**src/hdl/kte_pkg.sv**
```systemverilog
// ----------------------------------------------------------------------------
// kte_pkg
// Shared widths, codes and control records for the key tracked envelope.
// ----------------------------------------------------------------------------
package kte_pkg;

    localparam int LENGTH_BITS = 24;
    localparam int LEVEL_BITS  = 16;
    localparam int KEY_BITS    = 16;
    localparam int AMT_BITS    = 16;
    localparam int FUNC_BITS   = 2;
    localparam int PHASE_BITS  = 3;

    localparam int CNT_W     = LENGTH_BITS + 1;
    localparam int NUM_SLOTS = 5;
    localparam int SLOT_W    = $clog2(NUM_SLOTS);
    localparam int MAG_W     = AMT_BITS + 1;

    localparam int     SCALE_SH   = 15;
    localparam longint KEY_FULL   = (64'd1 << KEY_BITS) - 1;
    localparam longint SCALE_DEN  = (64'd1 << SCALE_SH) * KEY_FULL;
    localparam int     FACT_W     = $clog2(SCALE_DEN + 1);

    localparam int AW      = (FACT_W > LEVEL_BITS) ? FACT_W : LEVEL_BITS;
    localparam int BW      = CNT_W;
    localparam int DW      = LENGTH_BITS;
    localparam int QW      = (LENGTH_BITS > LEVEL_BITS) ? LENGTH_BITS : LEVEL_BITS;
    localparam int PW      = AW + BW;
    localparam int STEP_W  = $clog2(((BW > QW) ? BW : QW) + 1);

    localparam int CFG_IDX_W  = 3;
    localparam int CFG_DATA_W = (LENGTH_BITS > LEVEL_BITS) ?
                                ((LENGTH_BITS > AMT_BITS) ? LENGTH_BITS : AMT_BITS) :
                                ((LEVEL_BITS > AMT_BITS) ? LEVEL_BITS : AMT_BITS);

    localparam logic [SLOT_W-1:0] SL_DELAY   = SLOT_W'(0);
    localparam logic [SLOT_W-1:0] SL_ATTACK  = SLOT_W'(1);
    localparam logic [SLOT_W-1:0] SL_HOLD    = SLOT_W'(2);
    localparam logic [SLOT_W-1:0] SL_DECAY   = SLOT_W'(3);
    localparam logic [SLOT_W-1:0] SL_RELEASE = SLOT_W'(4);

    typedef enum logic [CFG_IDX_W-1:0] {
        CFG_DELAY,
        CFG_ATTACK,
        CFG_HOLD,
        CFG_DECAY,
        CFG_SUSTAIN,
        CFG_RELEASE,
        CFG_KEY_AMT
    } t_cfg_idx;

    typedef enum logic [FUNC_BITS-1:0] {
        FN_TICK,
        FN_TRIGGER,
        FN_RELEASE
    } t_func;

    typedef enum logic [PHASE_BITS-1:0] {
        PH_IDLE,
        PH_DELAY,
        PH_ATTACK,
        PH_HOLD,
        PH_DECAY,
        PH_SUSTAIN,
        PH_RELEASE
    } t_phase;

    typedef struct packed {
        logic              accept;
        logic              fact_load;
        logic              md_start;
        logic              md_trig;
        logic              len_wr;
        logic              commit;
        logic [SLOT_W-1:0] slot;
    } t_cmd;

    typedef struct packed {
        logic [FUNC_BITS-1:0] func;
        logic                 need_md;
        logic                 md_done;
        logic                 out_free;
    } t_sts;

endpackage

```
**src/hdl/kte_muldiv.sv**
```systemverilog
// ----------------------------------------------------------------------------
// kte_muldiv
// Sequential unit computing floor(a * b / d), shift-add then restoring divide,
// or floor(a * b / SCALE_DEN) by shift-add then a constant reduction.
// ----------------------------------------------------------------------------
module kte_muldiv (
    input  logic                 i_clk,
    input  logic                 i_rst_n,
    input  logic                 i_start,
    input  logic                 i_by_den,
    input  logic [kte_pkg::AW-1:0] i_a,
    input  logic [kte_pkg::BW-1:0] i_b,
    input  logic [kte_pkg::DW-1:0] i_d,
    output logic                 o_done,
    output logic [kte_pkg::QW-1:0] o_q
);
    import kte_pkg::*;

    typedef enum logic [1:0] {
        MD_IDLE,
        MD_MUL,
        MD_DIV,
        MD_RED
    } t_md_state;

    t_md_state         r_state;
    logic [PW-1:0]     r_acc;
    logic [AW-1:0]     r_a;
    logic [BW-1:0]     r_b;
    logic [DW-1:0]     r_d;
    logic [DW-1:0]     r_rem;
    logic [QW-1:0]     r_quo;
    logic [STEP_W-1:0] r_step;
    logic              r_done;
    logic              r_by_den;

    logic [PW-1:0]     n_acc;
    logic [DW:0]       rem_sh;
    logic [DW:0]       rem_sub;
    logic              rem_ge;
    logic [DW-1:0]     n_rem;

    logic [PW-1:0]     red_y;
    logic [PW-1:0]     red_h;
    logic [PW-1:0]     red_s;
    logic [PW-1:0]     red_h2;
    logic [PW-1:0]     red_t;
    logic [PW-1:0]     red_q;

    always_comb begin
        n_acc   = {r_acc[PW-2:0], 1'b0} + (r_b[BW-1] ? PW'(r_a) : '0);
        rem_sh  = {r_rem, r_quo[QW-1]};
        rem_ge  = rem_sh >= {1'b0, r_d};
        rem_sub = rem_sh - {1'b0, r_d};
        n_rem   = rem_ge ? DW'(rem_sub) : DW'(rem_sh);
    end

    // divide by 2^KEY_BITS - 1 after the power of two, folding high bits twice
    always_comb begin
        red_y  = r_acc >> SCALE_SH;
        red_h  = red_y >> KEY_BITS;
        red_s  = red_h + PW'(red_y[KEY_BITS-1:0]);
        red_h2 = red_s >> KEY_BITS;
        red_t  = red_h2 + PW'(red_s[KEY_BITS-1:0]);
        red_q  = red_h + red_h2 + PW'(red_t >= PW'(KEY_FULL));
    end

    always_ff @(posedge i_clk) begin
        if (!i_rst_n) begin
            r_state <= MD_IDLE;
            r_done  <= 1'b0;
        end else begin
            unique case (r_state)
                MD_IDLE: begin
                    r_done <= 1'b0;
                    if (i_start) begin
                        r_acc    <= '0;
                        r_a      <= i_a;
                        r_b      <= i_b;
                        r_d      <= i_d;
                        r_by_den <= i_by_den;
                        r_step   <= STEP_W'(BW - 1);
                        r_state  <= MD_MUL;
                    end
                end
                MD_MUL: begin
                    r_acc <= n_acc;
                    r_b   <= {r_b[BW-2:0], 1'b0};
                    if (r_step == '0) begin
                        if (r_by_den) begin
                            r_state <= MD_RED;
                        end else begin
                            r_rem   <= DW'(n_acc >> QW);
                            r_quo   <= n_acc[QW-1:0];
                            r_step  <= STEP_W'(QW - 1);
                            r_state <= MD_DIV;
                        end
                    end else begin
                        r_step <= r_step - 1'b1;
                    end
                end
                MD_DIV: begin
                    r_rem <= n_rem;
                    r_quo <= {r_quo[QW-2:0], rem_ge};
                    if (r_step == '0) begin
                        r_done  <= 1'b1;
                        r_state <= MD_IDLE;
                    end else begin
                        r_step <= r_step - 1'b1;
                    end
                end
                MD_RED: begin
                    r_quo   <= QW'(red_q);
                    r_done  <= 1'b1;
                    r_state <= MD_IDLE;
                end
                default: r_state <= MD_IDLE;
            endcase
        end
    end

    assign o_done = r_done;
    assign o_q    = r_quo;

endmodule

```
**src/hdl/kte_dp.sv**
```systemverilog
// ----------------------------------------------------------------------------
// kte_dp
// Envelope datapath: config registers, envelope state, key scaling, output.
// ----------------------------------------------------------------------------
module kte_dp (
    input  logic                                i_clk,
    input  logic                                i_rst_n,
    input  kte_pkg::t_cmd                       i_cmd,
    output kte_pkg::t_sts                       o_sts,
    input  logic [kte_pkg::FUNC_BITS-1:0]       i_func,
    input  logic [kte_pkg::KEY_BITS-1:0]        i_key,
    input  logic                                i_cfg_valid,
    output logic                                o_cfg_ready,
    input  logic [kte_pkg::CFG_IDX_W-1:0]       i_cfg_index,
    input  logic [kte_pkg::CFG_DATA_W-1:0]      i_cfg_data,
    output logic                                o_out_valid,
    input  logic                                i_out_stall,
    output logic [kte_pkg::LEVEL_BITS-1:0]      o_level,
    output logic [kte_pkg::PHASE_BITS-1:0]      o_phase
);
    import kte_pkg::*;

    localparam logic [LEVEL_BITS-1:0] FULL = '1;

    logic [LENGTH_BITS-1:0] r_cfg_len [NUM_SLOTS];
    logic [LEVEL_BITS-1:0]  r_cfg_sus;
    logic [AMT_BITS-1:0]    r_cfg_amt;

    logic [FUNC_BITS-1:0]   r_func;
    logic [KEY_BITS-1:0]    r_key;
    logic [FACT_W-1:0]      r_factor;

    logic [LENGTH_BITS-1:0] r_scaled [NUM_SLOTS];
    t_phase                 r_phase;
    logic [CNT_W-1:0]       r_cnt;
    logic [LEVEL_BITS-1:0]  r_level;
    logic [LEVEL_BITS-1:0]  r_as;
    logic [LEVEL_BITS-1:0]  r_rs;
    logic [LEVEL_BITS-1:0]  r_sus;

    logic                   r_out_valid;
    logic [LEVEL_BITS-1:0]  r_out_level;
    logic [PHASE_BITS-1:0]  r_out_phase;

    t_phase                 n_phase;
    logic [CNT_W-1:0]       n_cnt;
    logic [LEVEL_BITS-1:0]  n_level;
    logic [LEVEL_BITS-1:0]  n_as;
    logic [LEVEL_BITS-1:0]  n_rs;
    logic [LEVEL_BITS-1:0]  n_sus;

    logic                   amt_neg;
    logic [MAG_W-1:0]       mag;
    logic [KEY_BITS-1:0]    key_term;
    logic [MAG_W+KEY_BITS-1:0] fprod;
    logic [FACT_W-1:0]      n_factor;

    logic [LENGTH_BITS-1:0] len_cur;
    logic [CNT_W-1:0]       cnt_inc;
    logic                   adv;
    t_phase                 adv_phase;
    logic [LEVEL_BITS-1:0]  q_lvl;

    logic [AW-1:0]          md_a;
    logic [BW-1:0]          md_b;
    logic [DW-1:0]          md_d;
    logic                   md_done;
    logic [QW-1:0]          md_q;
    logic                   out_free;

    kte_muldiv u_muldiv (
        .i_clk    (i_clk),
        .i_rst_n  (i_rst_n),
        .i_start  (i_cmd.md_start),
        .i_by_den (i_cmd.md_trig),
        .i_a      (md_a),
        .i_b      (md_b),
        .i_d      (md_d),
        .o_done   (md_done),
        .o_q      (md_q)
    );

    // key tracking factor
    always_comb begin
        amt_neg  = r_cfg_amt[AMT_BITS-1];
        mag      = amt_neg ? ((MAG_W'(1) << AMT_BITS) - MAG_W'(r_cfg_amt))
                           : MAG_W'(r_cfg_amt);
        key_term = amt_neg ? r_key : (KEY_BITS'(KEY_FULL) - r_key);
        fprod    = (MAG_W+KEY_BITS)'(mag) * (MAG_W+KEY_BITS)'(key_term);
        n_factor = FACT_W'(SCALE_DEN) - FACT_W'(fprod);
    end

    always_comb begin
        unique case (r_phase)
            PH_DELAY:   begin len_cur = r_scaled[SL_DELAY];   adv_phase = PH_ATTACK;  end
            PH_ATTACK:  begin len_cur = r_scaled[SL_ATTACK];  adv_phase = PH_HOLD;    end
            PH_HOLD:    begin len_cur = r_scaled[SL_HOLD];    adv_phase = PH_DECAY;   end
            PH_DECAY:   begin len_cur = r_scaled[SL_DECAY];   adv_phase = PH_SUSTAIN; end
            PH_RELEASE: begin len_cur = r_scaled[SL_RELEASE]; adv_phase = PH_IDLE;    end
            default:    begin len_cur = '0;                   adv_phase = r_phase;    end
        endcase
        cnt_inc = r_cnt + 1'b1;
        adv     = cnt_inc > CNT_W'(len_cur);
        q_lvl   = LEVEL_BITS'(md_q);
    end

    // interpolation or scaling operands
    always_comb begin
        md_b = r_cnt;
        md_d = DW'(len_cur);
        unique case (r_phase)
            PH_ATTACK: md_a = AW'(FULL - r_as);
            PH_DECAY:  md_a = AW'(FULL - r_sus);
            default:   md_a = AW'(r_rs);
        endcase
        if (i_cmd.md_trig) begin
            md_a = AW'(r_factor);
            md_b = BW'(r_cfg_len[i_cmd.slot]);
        end
    end

    // next envelope state at commit
    always_comb begin
        n_phase = r_phase;
        n_cnt   = r_cnt;
        n_level = r_level;
        n_as    = r_as;
        n_rs    = r_rs;
        n_sus   = r_sus;
        unique case (r_func)
            FN_TICK: begin
                unique case (r_phase)
                    PH_DELAY: begin
                        if (len_cur != '0) begin
                            n_level = '0;
                        end
                    end
                    PH_ATTACK: begin
                        n_level = (len_cur == '0) ? FULL : r_as + q_lvl;
                    end
                    PH_HOLD: begin
                        n_level = FULL;
                    end
                    PH_DECAY: begin
                        n_level = (len_cur == '0 || adv) ? r_sus : FULL - q_lvl;
                    end
                    PH_SUSTAIN: begin
                    end
                    PH_RELEASE: begin
                        if (len_cur == '0) begin
                            n_level = '0;
                        end else if (r_cnt == '0) begin
                            n_rs = r_level;
                        end else begin
                            n_level = r_rs - q_lvl;
                        end
                    end
                    default: begin
                        n_level = '0;
                    end
                endcase
                if (r_phase != PH_IDLE && r_phase != PH_SUSTAIN) begin
                    if (adv) begin
                        n_phase = adv_phase;
                        n_cnt   = '0;
                    end else begin
                        n_cnt = cnt_inc;
                    end
                end
            end
            FN_TRIGGER: begin
                n_phase = PH_DELAY;
                n_cnt   = '0;
                n_as    = r_level;
                n_sus   = r_cfg_sus;
            end
            FN_RELEASE: begin
                n_phase = PH_RELEASE;
                n_cnt   = '0;
            end
            default: begin
            end
        endcase
    end

    assign out_free = !r_out_valid || !i_out_stall;

    always_ff @(posedge i_clk) begin
        if (!i_rst_n) begin
            for (int i = 0; i < NUM_SLOTS; i++) begin
                r_cfg_len[i] <= '0;
                r_scaled[i]  <= '0;
            end
            r_cfg_sus   <= '0;
            r_cfg_amt   <= '0;
            r_phase     <= PH_IDLE;
            r_cnt       <= '0;
            r_level     <= '0;
            r_as        <= '0;
            r_rs        <= '0;
            r_sus       <= '0;
            r_out_valid <= 1'b0;
        end else begin
            if (i_cfg_valid) begin
                unique case (i_cfg_index)
                    CFG_DELAY:   r_cfg_len[SL_DELAY]   <= LENGTH_BITS'(i_cfg_data);
                    CFG_ATTACK:  r_cfg_len[SL_ATTACK]  <= LENGTH_BITS'(i_cfg_data);
                    CFG_HOLD:    r_cfg_len[SL_HOLD]    <= LENGTH_BITS'(i_cfg_data);
                    CFG_DECAY:   r_cfg_len[SL_DECAY]   <= LENGTH_BITS'(i_cfg_data);
                    CFG_SUSTAIN: r_cfg_sus             <= LEVEL_BITS'(i_cfg_data);
                    CFG_RELEASE: r_cfg_len[SL_RELEASE] <= LENGTH_BITS'(i_cfg_data);
                    CFG_KEY_AMT: r_cfg_amt             <= AMT_BITS'(i_cfg_data);
                    default: begin
                    end
                endcase
            end
            if (i_cmd.accept) begin
                r_func <= i_func;
                r_key  <= i_key;
            end
            if (i_cmd.fact_load) begin
                r_factor <= n_factor;
            end
            if (i_cmd.len_wr) begin
                r_scaled[i_cmd.slot] <= LENGTH_BITS'(md_q);
            end
            if (i_cmd.commit) begin
                r_phase     <= n_phase;
                r_cnt       <= n_cnt;
                r_level     <= n_level;
                r_as        <= n_as;
                r_rs        <= n_rs;
                r_sus       <= n_sus;
                r_out_valid <= 1'b1;
                r_out_level <= n_level;
                r_out_phase <= n_phase;
            end else if (r_out_valid && !i_out_stall) begin
                r_out_valid <= 1'b0;
            end
        end
    end

    always_comb begin
        o_sts.func     = r_func;
        o_sts.need_md  = ((r_phase == PH_ATTACK || r_phase == PH_DECAY) && len_cur != '0)
                      || (r_phase == PH_RELEASE && len_cur != '0 && r_cnt != '0);
        o_sts.md_done  = md_done;
        o_sts.out_free = out_free;
    end

    assign o_cfg_ready = 1'b1;
    assign o_out_valid = r_out_valid;
    assign o_level     = r_out_level;
    assign o_phase     = r_out_phase;

endmodule

```
**src/hdl/kte_ctrl.sv**
```systemverilog
// ----------------------------------------------------------------------------
// kte_ctrl
// Sequencer: decodes a word and steps the datapath through its operations.
// ----------------------------------------------------------------------------
module kte_ctrl (
    input  logic          i_clk,
    input  logic          i_rst_n,
    input  logic          i_in_valid,
    output logic          o_in_stall,
    input  kte_pkg::t_sts i_sts,
    output kte_pkg::t_cmd o_cmd
);
    import kte_pkg::*;

    typedef enum logic [2:0] {
        S_IDLE,
        S_DECODE,
        S_TRIG_GO,
        S_TRIG_WAIT,
        S_WAIT,
        S_COMMIT
    } t_state;

    t_state            r_state;
    t_state            n_state;
    logic [SLOT_W-1:0] r_slot;
    logic [SLOT_W-1:0] n_slot;

    always_comb begin
        o_cmd   = '0;
        n_state = r_state;
        n_slot  = r_slot;
        o_cmd.slot = r_slot;
        unique case (r_state)
            S_IDLE: begin
                if (i_in_valid) begin
                    o_cmd.accept = 1'b1;
                    n_state      = S_DECODE;
                end
            end
            S_DECODE: begin
                if (i_sts.func == FN_TRIGGER) begin
                    o_cmd.fact_load = 1'b1;
                    n_slot          = SL_DELAY;
                    n_state         = S_TRIG_GO;
                end else if (i_sts.func == FN_TICK && i_sts.need_md) begin
                    o_cmd.md_start = 1'b1;
                    n_state        = S_WAIT;
                end else begin
                    n_state = S_COMMIT;
                end
            end
            S_TRIG_GO: begin
                o_cmd.md_start = 1'b1;
                o_cmd.md_trig  = 1'b1;
                n_state        = S_TRIG_WAIT;
            end
            S_TRIG_WAIT: begin
                if (i_sts.md_done) begin
                    o_cmd.len_wr = 1'b1;
                    if (r_slot == SL_RELEASE) begin
                        n_state = S_COMMIT;
                    end else begin
                        n_slot  = r_slot + 1'b1;
                        n_state = S_TRIG_GO;
                    end
                end
            end
            S_WAIT: begin
                if (i_sts.md_done) begin
                    n_state = S_COMMIT;
                end
            end
            S_COMMIT: begin
                if (i_sts.out_free) begin
                    o_cmd.commit = 1'b1;
                    n_state      = S_IDLE;
                end
            end
            default: n_state = S_IDLE;
        endcase
    end

    always_ff @(posedge i_clk) begin
        if (!i_rst_n) begin
            r_state <= S_IDLE;
            r_slot  <= SL_DELAY;
        end else begin
            r_state <= n_state;
            r_slot  <= n_slot;
        end
    end

    assign o_in_stall = (r_state != S_IDLE);

endmodule

```
**src/hdl/key_tracked_dahdsr_envelope.sv**
```systemverilog
// ----------------------------------------------------------------------------
// key_tracked_dahdsr_envelope
// Linear delay-attack-hold-decay-sustain-release envelope with key tracking.
//
// channel   direction  handshake              word
// in        sink       i_in_valid/o_in_stall  i_func, i_key
// out       source     o_out_valid/i_out_stall o_level, o_phase
// cfg       sink       i_cfg_valid/o_cfg_ready i_cfg_index, i_cfg_data
//
// one word at a time; a shared shift-add multiplier with a restoring divider
// sets the pace between an accept and the next possible accept
// tick with interpolation: shift-add multiply, then restoring divide
// trigger: five key scalings, each a multiply and a constant reduction
// other words: no multiply; a stalled output delays the commit by the stall
// synchronous active-low reset, no clearing pass
// ----------------------------------------------------------------------------
module key_tracked_dahdsr_envelope (
    input  logic                                i_clk,
    input  logic                                i_rst_n,
    input  logic                                i_in_valid,
    output logic                                o_in_stall,
    input  logic [kte_pkg::FUNC_BITS-1:0]       i_func,
    input  logic [kte_pkg::KEY_BITS-1:0]        i_key,
    output logic                                o_out_valid,
    input  logic                                i_out_stall,
    output logic [kte_pkg::LEVEL_BITS-1:0]      o_level,
    output logic [kte_pkg::PHASE_BITS-1:0]      o_phase,
    input  logic                                i_cfg_valid,
    output logic                                o_cfg_ready,
    input  logic [kte_pkg::CFG_IDX_W-1:0]       i_cfg_index,
    input  logic [kte_pkg::CFG_DATA_W-1:0]      i_cfg_data
);
    import kte_pkg::*;

    t_cmd cmd;
    t_sts sts;

    kte_ctrl u_ctrl (
        .i_clk      (i_clk),
        .i_rst_n    (i_rst_n),
        .i_in_valid (i_in_valid),
        .o_in_stall (o_in_stall),
        .i_sts      (sts),
        .o_cmd      (cmd)
    );

    kte_dp u_dp (
        .i_clk       (i_clk),
        .i_rst_n     (i_rst_n),
        .i_cmd       (cmd),
        .o_sts       (sts),
        .i_func      (i_func),
        .i_key       (i_key),
        .i_cfg_valid (i_cfg_valid),
        .o_cfg_ready (o_cfg_ready),
        .i_cfg_index (i_cfg_index),
        .i_cfg_data  (i_cfg_data),
        .o_out_valid (o_out_valid),
        .i_out_stall (i_out_stall),
        .o_level     (o_level),
        .o_phase     (o_phase)
    );

endmodule

```
**config.mk**
```make
export PLATFORM = sky130hd
export DESIGN_NAME = key_tracked_dahdsr_envelope
export DESIGN_NICKNAME = d
export VERILOG_FILES = /design/src/hdl/kte_pkg.sv /design/src/hdl/kte_muldiv.sv /design/src/hdl/kte_dp.sv /design/src/hdl/kte_ctrl.sv /design/src/hdl/key_tracked_dahdsr_envelope.sv
export SDC_FILE = /design/constraint.sdc
export NUM_CORES = 2
export LEC_CHECK = 0
export ABC_CLOCK_PERIOD_IN_PS = 9650
export BUFFER_PORTS_ARGS = -buffer_cell sky130_fd_sc_hd__buf_2
export CORE_MARGIN = 3
export CORE_UTILIZATION = 46
export CTS_BUF_LIST = sky130_fd_sc_hd__clkbuf_2 sky130_fd_sc_hd__clkbuf_4 sky130_fd_sc_hd__clkbuf_8
export DETAILED_ROUTE_END_ITERATION = 10
export PLACE_DENSITY = 0.65
export SLEW_MARGIN = 20
export SYNTH_ARGS = -nofsm -noshare
export SYNTH_HDL_FRONTEND = slang
export SYNTH_HIERARCHICAL = 1
export SYNTH_SLANG_ARGS = --single-unit
export TNS_END_PERCENT = 5
```
**constraint.sdc**
```tcl
create_clock -name i_clk -period 9.65 [get_ports i_clk]
set_clock_uncertainty 0.15 [all_clocks]
set_input_delay 0.965 -clock i_clk [delete_from_list [all_inputs] [get_ports i_clk]]
set_output_delay 0.965 -clock i_clk [all_outputs]
set_load 0.01 [all_outputs]
```
==> impl_metrics.env <==
export IMPL_synth_edf_count=498
export IMPL_cts_buffers=104
export IMPL_start_kind="flip-flop"
export IMPL_area_delta_synth_final_pct=9.086
export IMPL_core_area_mm2=0.09403
export IMPL_power_frac_comb=0.346
export IMPL_yosys_top_cells_count="edfxtp_1 (498), nand2_1 (435), inv_1 (427)"
export IMPL_placed_area_mm2=0.04576
export IMPL_vdd_drop_max_mv=0.1672
export IMPL_ys_types=109
export IMPL_hold_class="in -> reg"
export IMPL_switching_share=0.3690
export IMPL_drc=0
export IMPL_synth_top_area_cell="edfxtp_1"
export IMPL_first_global_vias=31890
export IMPL_intPower_mw=5.637
export IMPL_total_power_mw=8.934
export IMPL_netlist_area_leader_share=0.3399
export IMPL_period_share=0.9290
export IMPL_required_ns=9.98
export IMPL_route_met2_wl_mm=54.32
export IMPL_fin_cells=5793
export IMPL_cts_buffer_depth=3
export IMPL_cts_resized=0
export IMPL_dr_pass1_iters=8
export IMPL_ios=72
export IMPL_clkLatencyLatePin_ns=0.78
export IMPL_slowest_stage="xor2_1"
export IMPL_cp_max_fo=11
export IMPL_rows=112
export IMPL_synth_ff_type="edfxtp_1"
export IMPL_worst_path_most_repeated_cell="fa_1"
export IMPL_maxCapViolations=0
export IMPL_stdcell_area_mm2=0.04799
export IMPL_crit_path_end_kind="flip-flop"
export IMPL_postLayoutCoreUtil=0.5104
export IMPL_start_util=0.4679
export IMPL_postSynthCellCount=4384
export IMPL_routed_via_density=5.706
export IMPL_via_count=33052
export IMPL_clk_pin_slew_ns=0.06
export IMPL_worst_pin_slew_ns=1.069
export IMPL_routedWlPerCell_um=21.21
export IMPL_ys_warn_count=6
export IMPL_drive_above_1_share=0.09854
export IMPL_worstPathArrival_ns=9.30
export IMPL_met1Wirelength_mm=54.07
export IMPL_slew_viol_final=0
export IMPL_clockPowerShare=0.279
export IMPL_pwr_share_seq=0.375
export IMPL_path_class="reg -> reg"
export IMPL_grt_overflow=0
export IMPL_wl_mm=122.9
export IMPL_ant_nets=0
export IMPL_yosysMostFrequentCell="edfxtp_1"
export IMPL_final_net_count=4989
export IMPL_numPortBuffers=70
export IMPL_avgSynthCellArea_um2=10.04
export IMPL_final_setup_tns_ns=0
export IMPL_met3_length_mm=10.13
export IMPL_top_layer="met4"
export IMPL_die_area_mm2=0.09939
export IMPL_postCtsSetupRepairBufs=0
export IMPL_worst_path_largest_cell_delay_ns=0.83
export IMPL_die_x_um=315.3
export IMPL_fmax_mhz=111.5
export IMPL_hold_viol_final=0
export IMPL_grt_max_degree=68
export IMPL_synth_async_sr_flop_share=0
export IMPL_gp_congestion=0.9595
export IMPL_syn_area_mm2=0.04400
export IMPL_setup_viol=0
export IMPL_switchingPower_mw=3.296
export IMPL_antenna_found_initial=3
export IMPL_rsz0062_at_grt="false"
export IMPL_synthTopCellsByArea="edfxtp_1 (34%), fa_1 (10%), ha_1 (7.7%)"
export IMPL_seq_area_frac_synth=0.4009
export IMPL_dieHeight_um=315.3
export IMPL_cts_tree="yes"
export IMPL_min_period_ns=8.965
export IMPL_powerDensity_mw_per_mm2=186.1
export IMPL_ys_ff_latch=632
export IMPL_max_slew_margin=0.2820
export IMPL_p_leak_nw=19.25
export IMPL_status="complete, no violations"
export IMPL_track_usage=0.2471
export IMPL_cts_hold_buffers=0
export IMPL_cts_sinks=632
export IMPL_grt_pass1_wl_mm=189.7
export IMPL_root_buffer="clkbuf_8"
export IMPL_drtIter0Drc=3254
export IMPL_cts_max_level=3
export IMPL_dp_hpwl_mm=91.80
export IMPL_dp_cells=5597
-- critical path: cells and delay by family, from the launching register on --
family,cells,cell delay [ns]
AO/OA/AOI/OAI,7,2.29
XOR/XNOR,2,0.95
adder cells (fa/ha/maj),8,3.55
buffers and inverters,3,0.34
flip-flops,1,0.42
AND/OR/NAND/NOR,6,0.96
-- placed cells by master, fill, tap and decap left out, types with 32 or more instances in the layout --
cell type / Yosys / routed
a211oi_1: 46 / 46
a21o_1: 47 / 46
a21oi_1: 280 / 280
a22oi_1: 44 / 44
and2_1: 211 / 210
and3_1: 50 / 49
buf_2: 14 / 70
buf_4: 14 / 63
clkbuf_4: 2 / 33
clkbuf_8: 1 / 111
dfxtp_1: 134 / 128
edfxtp_1: 498 / 498
fa_1: 219 / 219
ha_1: 271 / 269
inv_1: 427 / 427
mux2_2: 50 / 50
mux2i_1: 94 / 94
nand2_1: 435 / 435
nand2b_1: 45 / 45
nand3_1: 69 / 69
nor2_1: 348 / 347
nor2b_1: 33 / 32
nor3_1: 61 / 60
o21ai_0: 151 / 147
xnor2_1: 149 / 147
xor2_1: 99 / 99
-- power by group through the flow --
| stage | Combinational (mW) | Clock [mW] | Sequential [mW] |
|---|---|---|---|
| finish | 3.09 | 2.49 | 3.35 |
| global route | 3.38 | 2.68 | 3.37 |
| CTS | 3.04 | 2.56 | 3.35 |
| detailed placement | 3.02 | 0 | 3.40 |
| global placement | 2.98 | 0 | 3.40 |
| floorplan | 2.18 | 0 | 3.34 |
-- stage by stage --
stage / hold slack, ns / worst slack [ns]
after floorplan: 0.2821 / 2.066
after global placement: 0.2914 / 1.208
after detailed placement: 0.2990 / 0.9174
after CTS: 0.1167 / 0.9109
after global routing: 0.1560 / 0.07726
final: 0.2301 / 0.6853
-- metal layers --
layer,global-route usage,vias up
li1,-,15415
met1,0.3531,16022
met2,0.3783,1387
met3,0.04404,228
met4,0.08599,0
met5,0,-
-- sequential cells by signal (all words and copies together) (netlist names), 25 cells and up --
name	flops
u_dp/r_cfg_len	120
u_dp/r_cnt	25
u_dp/r_factor	31
u_dp/r_scaled	120
u_dp/u_muldiv/r_a	31
u_dp/u_muldiv/r_acc	56
u_dp/u_muldiv/r_b	25
-- layout make-up --
| cell class | count | area (um^2) |
|---|---|---|
| multi-input combinational | 3143 | 24100 |
| fill | 8545 | 46040 |
| timing repair buffer | 134 | 843.3 |
| sequential | 632 | 17650 |
| antenna | 3 | 7.507 |
| tap | 1254 | 1569 |
| clock inverter | 49 | 426.7 |
| clock buffer | 144 | 1775 |
| inverter | 434 | 1630 |
-- final timing paths --
check / startpoint / to / slack, ns / cells after the start
worst max register to register: u_dp/r_cfg_amt[0] / u_dp/r_factor[30] / 0.69 / 26
worst max-delay path: u_dp/r_cfg_amt[0] / u_dp/r_factor[30] / 0.69 / 26
worst min register to register: u_dp/r_level[4] / u_dp/r_as[4] / 0.30 / 2
worst min-delay path: i_func[0] / u_dp/r_func[0] / 0.23 / 1
-- kinds of logic after synthesis --
kind of cell,count (synthesis),synth area share
mux,160,0.04033
compound gates,852,0.1256
fa+ha+maj,491,0.1769
other cells,2,0.0001707
buf+inv,622,0.05574
simple gates,1377,0.1510
flops,632,0.4009
xor+xnor,248,0.04937
No activity file was read; power rests on OpenSTA's default activity.
